### config.mk
export PLATFORM = sky130hd
export DESIGN_NAME = msc_div
export DESIGN_NICKNAME = d
export VERILOG_FILES = /design/src/msc_pkg.sv /design/src/msc_div.sv
export SDC_FILE = /design/constraint.sdc
export NUM_CORES = 1
export LEC_CHECK = 0
export BUFFER_PORTS_ARGS = -buffer_cell sky130_fd_sc_hd__buf_2
export CAP_MARGIN = 20
export CORE_MARGIN = 4
export CORE_UTILIZATION = 60
export CTS_BUF_LIST = sky130_fd_sc_hd__clkbuf_8
export DETAILED_ROUTE_END_ITERATION = 12
export PLACE_DENSITY = 0.87
export SYNTH_ARGS = -nofsm -noshare
export SYNTH_HDL_FRONTEND = slang
export SYNTH_SLANG_ARGS = --single-unit
### constraint.sdc
create_clock -name clk -period 3.3 [get_ports clk]
set_input_delay 0.165 -clock clk [delete_from_list [all_inputs] [get_ports clk]]
set_output_delay 0.165 -clock clk [all_outputs]
set_load 0.02 [all_outputs]
### src/msc_pkg.sv
// ----------------------------------------------------------------------------
// msc_pkg
// Shared constants, types and the cell edge table of the contour tracer.
// ----------------------------------------------------------------------------
package msc_pkg;

  localparam int PIX_W          = 8;
  localparam int COORD_W        = 20;
  localparam int DIM_W          = 13;
  localparam int ROW_W          = 12;
  localparam int CFG_IDX_W      = 2;
  localparam int MAX_WIDTH_DEF  = 4096;
  localparam int FRAC_BITS_DEF  = 8;
  localparam int MAX_HEIGHT     = 4096;

  localparam logic [PIX_W-1:0] ISO_RST    = 8'd200;
  localparam logic [DIM_W-1:0] WIDTH_RST  = 13'd640;
  localparam logic [DIM_W-1:0] HEIGHT_RST = 13'd480;

  localparam logic [CFG_IDX_W-1:0] REG_ISO    = 2'd0;
  localparam logic [CFG_IDX_W-1:0] REG_WIDTH  = 2'd1;
  localparam logic [CFG_IDX_W-1:0] REG_HEIGHT = 2'd2;

  localparam logic [1:0] SIDE_TOP    = 2'd0;
  localparam logic [1:0] SIDE_RIGHT  = 2'd1;
  localparam logic [1:0] SIDE_BOTTOM = 2'd2;
  localparam logic [1:0] SIDE_LEFT   = 2'd3;

  typedef struct packed {
    logic [1:0] n;
    logic [1:0] e0;
    logic [1:0] e1;
    logic [1:0] e2;
    logic [1:0] e3;
  } cell_t;

  // Corner bits: TL=8, TR=4, BR=2, BL=1.
  function automatic cell_t cell_lookup(input logic [3:0] code);
    cell_t c;
    c = '{n: 2'd0, e0: SIDE_TOP, e1: SIDE_TOP, e2: SIDE_TOP, e3: SIDE_TOP};
    unique case (code)
      4'd1, 4'd14: c = '{2'd1, SIDE_LEFT, SIDE_BOTTOM, SIDE_TOP, SIDE_TOP};
      4'd2, 4'd13: c = '{2'd1, SIDE_BOTTOM, SIDE_RIGHT, SIDE_TOP, SIDE_TOP};
      4'd3, 4'd12: c = '{2'd1, SIDE_LEFT, SIDE_RIGHT, SIDE_TOP, SIDE_TOP};
      4'd4, 4'd11: c = '{2'd1, SIDE_TOP, SIDE_RIGHT, SIDE_TOP, SIDE_TOP};
      4'd5:        c = '{2'd2, SIDE_TOP, SIDE_LEFT, SIDE_BOTTOM, SIDE_RIGHT};
      4'd6, 4'd9:  c = '{2'd1, SIDE_TOP, SIDE_BOTTOM, SIDE_TOP, SIDE_TOP};
      4'd7:        c = '{2'd1, SIDE_TOP, SIDE_LEFT, SIDE_TOP, SIDE_TOP};
      4'd8:        c = '{2'd1, SIDE_LEFT, SIDE_TOP, SIDE_TOP, SIDE_TOP};
      4'd10:       c = '{2'd2, SIDE_TOP, SIDE_RIGHT, SIDE_BOTTOM, SIDE_LEFT};
      default:     c = '{2'd0, SIDE_TOP, SIDE_TOP, SIDE_TOP, SIDE_TOP};
    endcase
    return c;
  endfunction

endpackage

### src/msc_div.sv
// ----------------------------------------------------------------------------
// msc_div
// Restoring divider for the edge weight: (num << FRAC_BITS) / den,
// one quotient bit per cycle.
// ----------------------------------------------------------------------------
module msc_div #(
  parameter int FRAC_BITS = 8
) (
  input  logic                                 clk,
  input  logic                                 rst_n,
  input  logic                                 start,
  input  logic [msc_pkg::PIX_W-1:0]            num,
  input  logic [msc_pkg::PIX_W-1:0]            den,
  output logic                                 done,
  output logic [msc_pkg::PIX_W+FRAC_BITS-1:0]  quot
);
  import msc_pkg::*;

  localparam int QW = PIX_W + FRAC_BITS;
  localparam int CW = $clog2(QW + 1);

  logic [QW-1:0]    dvd_r, dvd_nxt;
  logic [PIX_W:0]   rem_r, rem_nxt;
  logic [CW-1:0]    cnt_r, cnt_nxt;
  logic             busy_r, busy_nxt;
  logic             done_r, done_nxt;
  logic [PIX_W:0]   trial;
  logic             qbit;

  assign trial = {rem_r[PIX_W-1:0], dvd_r[QW-1]};
  assign qbit  = (trial >= {1'b0, den});

  always_comb begin
    dvd_nxt  = dvd_r;
    rem_nxt  = rem_r;
    cnt_nxt  = cnt_r;
    busy_nxt = busy_r;
    done_nxt = 1'b0;
    if (start) begin
      dvd_nxt  = {num, {FRAC_BITS{1'b0}}};
      rem_nxt  = '0;
      cnt_nxt  = CW'(QW);
      busy_nxt = 1'b1;
    end else if (busy_r) begin
      rem_nxt = qbit ? (trial - {1'b0, den}) : trial;
      dvd_nxt = {dvd_r[QW-2:0], qbit};
      cnt_nxt = cnt_r - CW'(1);
      if (cnt_r == CW'(1)) begin
        busy_nxt = 1'b0;
        done_nxt = 1'b1;
      end
    end
  end

  always_ff @(posedge clk) begin
    if (!rst_n) begin
      busy_r <= 1'b0;
      done_r <= 1'b0;
      cnt_r  <= '0;
    end else begin
      busy_r <= busy_nxt;
      done_r <= done_nxt;
      cnt_r  <= cnt_nxt;
    end
    dvd_r <= dvd_nxt;
    rem_r <= rem_nxt;
  end

  assign done = done_r;
  assign quot = dvd_r;

endmodule

==> reports/qor_table.md <==
| Item | This run |
|---|---|
| Clock root buffer master | sky130_fd_sc_hd__clkbuf_8 |
| Slew Limit Fails | 0 |
| Worst path required time | 3.44 ns |
| Number of inserted filler cells in the final layout | 198 |
| Post-synthesis to final-layout area growth | 16.3% |
| Worst reg2reg setup slack | 1.29 ns |
| Standard-cell row count | 18 |
| Critical setup path kind | flip-flop to flip-flop |
| Warning count from the yosys run | 0 |
| Number of buffers created by CTS | 5 |
| Final Power | 0.936 mW |
| Sum of negative setup slack | 0 ns |
| Post-synthesis area per instance | 9.47 um^2 |
| CP Cell Sequence | inv_1 -> ha_1 -> nand2b_1 -> a21oi_2 -> nor3_2 -> o21ai_4 -> mux2i_1 -> a211oi_1 |
| Slew @ Worst Pin | 0.538 ns |
| Congestion Overflow GR | 0 |
| Hold buffers post-CTS | 0 |
| Worst-path cell with the longest stage delay | sky130_fd_sc_hd__edfxtp_1 |
| Highest ir drop seen on vdd | 441 uV |
| Maximum number of pins on one net before global-route repair | 31 |
| Core area | 2540 um^2 |
| Starting density of the core | 64.4% |
| Total of endpoints with negative setup slack in the final report | 0 |
| Total clock sinks | 31 |
| Final Hold Fails | 0 |
| Max H-tree Level | 2 |
| Longest Clk Path Bufs | 2 |
| Share of async-settable or async-resettable flops after synthesis | 0% |
| Via count normalized by instance count | 5.69 |
| PwrDens | 491 nW/um^2 |
| Total of buffers placed on input and output ports | 35 |
| Max Freq | 0.497 GHz |
| Detailed router's first-iteration violation count | 43 |
| Number of enable-type register cells in the synthesized netlist | 8 |
| CTS tree | yes |
| Critical path capture point type | flip-flop |
| Kind of start point of the critical path | flip-flop |
| Hold Crit Endpoint | cnt_r[4] |
| Number of nets in the layout | 239 |
| Vias | 1365 |
| Floorplan die width | 60.3 um |
| Antenna violations before repair | 0 |
| Post-route clock period utilization | 61.0% |
| Cell variety after synth | 39 |
| HPWL Detailed | 2610 um |
| Post-CTS setup repair buffer count | 0 |
| Area of the die | 3630 um^2 |
| Lkg Pwr | 0.860 nW |
| Share of cells above drive strength 1 | 22.4% |
| RD Place Congestion | 0.820 |
| Count of inserted antenna diode cells | 0 |
| Latest clock arrival within the worst-skew pair | 0.28 ns |
| Final WL | 3620 um |
| Via count of the first global-routing pass | 1334 |
| Post-synthesis cell area | 1640 um^2 |
| Final ANT Viol Nets | 0 |
| Unrepaired setup endpoints after global routing | false |
| Biggest cell delay along the critical path | 0.38 ns |
| Wire length of the first global-routing pass | 5930 um |
| End of the worst register-to-register path | rem_r[4] |
| Worst hold start | rst_n |
| Clock skew | 0.0129 ns |
| Routed length per placed instance | 15.1 um |
| Count of unresolved DRC violations after routing | 0 |
| Iteration count of the initial detailed-routing pass | 4 |
| Net count after synthesis | 203 |
| Min-Delay Path Class | input pin to flip-flop |
| Synth Register Bits | 31 |
| Total of cells resized after clock tree synthesis | 0 |
| # Max-Cap Violations | 0 |
| Post-synthesis sequential area ratio | 42.7% |
| R2R depth | 8 |
| I/O pin total | 36 |
| Hold path cells | 2 |
| Min cycle time layout | 2.01 ns |
| Run status | finished, final reports clean |
| CTS clock-pin slew for the worst setup and hold paths | 0.07 ns |
| Count of mapped cells out of synthesis | 173 |
| Source of the worst register-to-register timing path | quot[15] |
| Max transition margin | 64.0% |
| Main flop type after synthesis | sky130_fd_sc_hd__dfxtp_1 |
| Worst-path maximum fanout | 13 |
| Combined global-route utilization of all metal layers | 22.1% |
| Critical path data arrival time | 2.15 ns |
| Vertical extent of the die | 60.3 um |
## cell families after synthesis
kind of cell | Yosys count | synth area share [%]
XOR/XNOR | 9 | 4.81
flip-flops | 31 | 42.7
buffers and inverters | 22 | 5.50
multiplexers | 11 | 6.72
AND/OR/NAND/NOR | 53 | 14.7
adder cells (fa/ha/maj) | 11 | 8.86
AO/OA/AOI/OAI | 36 | 16.6
## sequential cells by signal, summed over array words and instances (netlist names)
name	flops
done	1
rem_r	8
quot	16
cnt_r	5
busy_r	1
## worst max-delay path: cells and delay by family, from the launching register on
family | cells | cell delay, ns
compound gates | 3 | 0.69
fa+ha+maj | 1 | 0.21
buf+inv | 1 | 0.06
flops | 1 | 0.38
mux | 1 | 0.27
simple gates | 2 | 0.27
## layer usage
layer / track usage [%] / vias up / share of wire, %
met1: 25.9 / 645 / 41
met3: 5.40 / 6 / 4.8
met2: 38.4 / 37 / 53
met5: 0 / - / 0
met4: 8.54 / 0 / 1.4
li1: - / 677 / -
## placed cells by master (no fill, tap or decap), drive strengths merged, types with 2 or more instances in the layout
master  instances
nor2b           2
xnor2           5
nand3           5
o21a            2
nand2          10
mux2i          11
nor2           26
dfxtp          23
edfxtp          8
nand2b          2
nor3            6
clkbuf          5
a21oi           5
a22o            6
o311a           2
o21ai           7
ha             10
xor2            4
buf            36
inv            16
clkinv          2
a211oi          5
## synth_stat cells, types with 5 or more instances
master / number / area share (%)
sky130_fd_sc_hd__a22o_1: 6 / 3.2
sky130_fd_sc_hd__clkbuf_1: 5 / 1.1
sky130_fd_sc_hd__dfxtp_1: 23 / 28
sky130_fd_sc_hd__edfxtp_1: 8 / 15
sky130_fd_sc_hd__ha_1: 10 / 7.6
sky130_fd_sc_hd__inv_1: 15 / 3.4
sky130_fd_sc_hd__mux2i_1: 11 / 6.7
sky130_fd_sc_hd__nand2_1: 10 / 2.3
sky130_fd_sc_hd__nor2_1: 26 / 6.0
sky130_fd_sc_hd__nor3_1: 5 / 1.5
sky130_fd_sc_hd__o21ai_0: 6 / 1.8
sky130_fd_sc_hd__xnor2_1: 5 / 2.7
## layout make-up
cell class | count | area [um^2] | area share, %
tap | 30 | 37.5 | 1.97
inverter | 15 | 56.3 | 2.95
sequential | 31 | 701 | 36.7
clock buffer | 5 | 68.8 | 3.61
multi-input combinational | 120 | 848 | 44.5
timing repair buffer | 36 | 183 | 9.58
clock inverter | 3 | 12.5 | 0.656
## where the power goes
part	switching (mW)	internal, mW	leakage, nW	total [mW]
clock	0.136	0.142	0.0468	0.278
sequential	0.0177	0.417	0.272	0.435
combinational	0.131	0.0920	0.541	0.223
total	0.285	0.651	0.860	0.936
## worst max path at each step
stage,cells after the start,from,endpoint
floorplan,9,quot[15],rem_r[5]
global placement,8,quot[15],rem_r[5]
detailed placement,8,quot[15],rem_r[4]
CTS,8,quot[15],rem_r[4]
global route,8,quot[15],rem_r[4]
finish,8,quot[15],rem_r[4]
## stage by stage
step / cells / util [%] / hold slack, ns / area, um^2 / worst slack, ns
floorplan: 173 / - / 0.283 / 1640 / 1.39
global placement: 232 / 71.7 / 0.401 / 1830 / 1.41
detailed placement: 232 / 71.7 / 0.405 / 1830 / 1.32
CTS: 240 / 74.9 / 0.126 / 1910 / 1.29
global route: 240 / 74.9 / 0.136 / 1910 / 1.16
finish: 240 / 74.9 / 0.136 / 1910 / 1.29
Power figures use the tool's default switching activity.
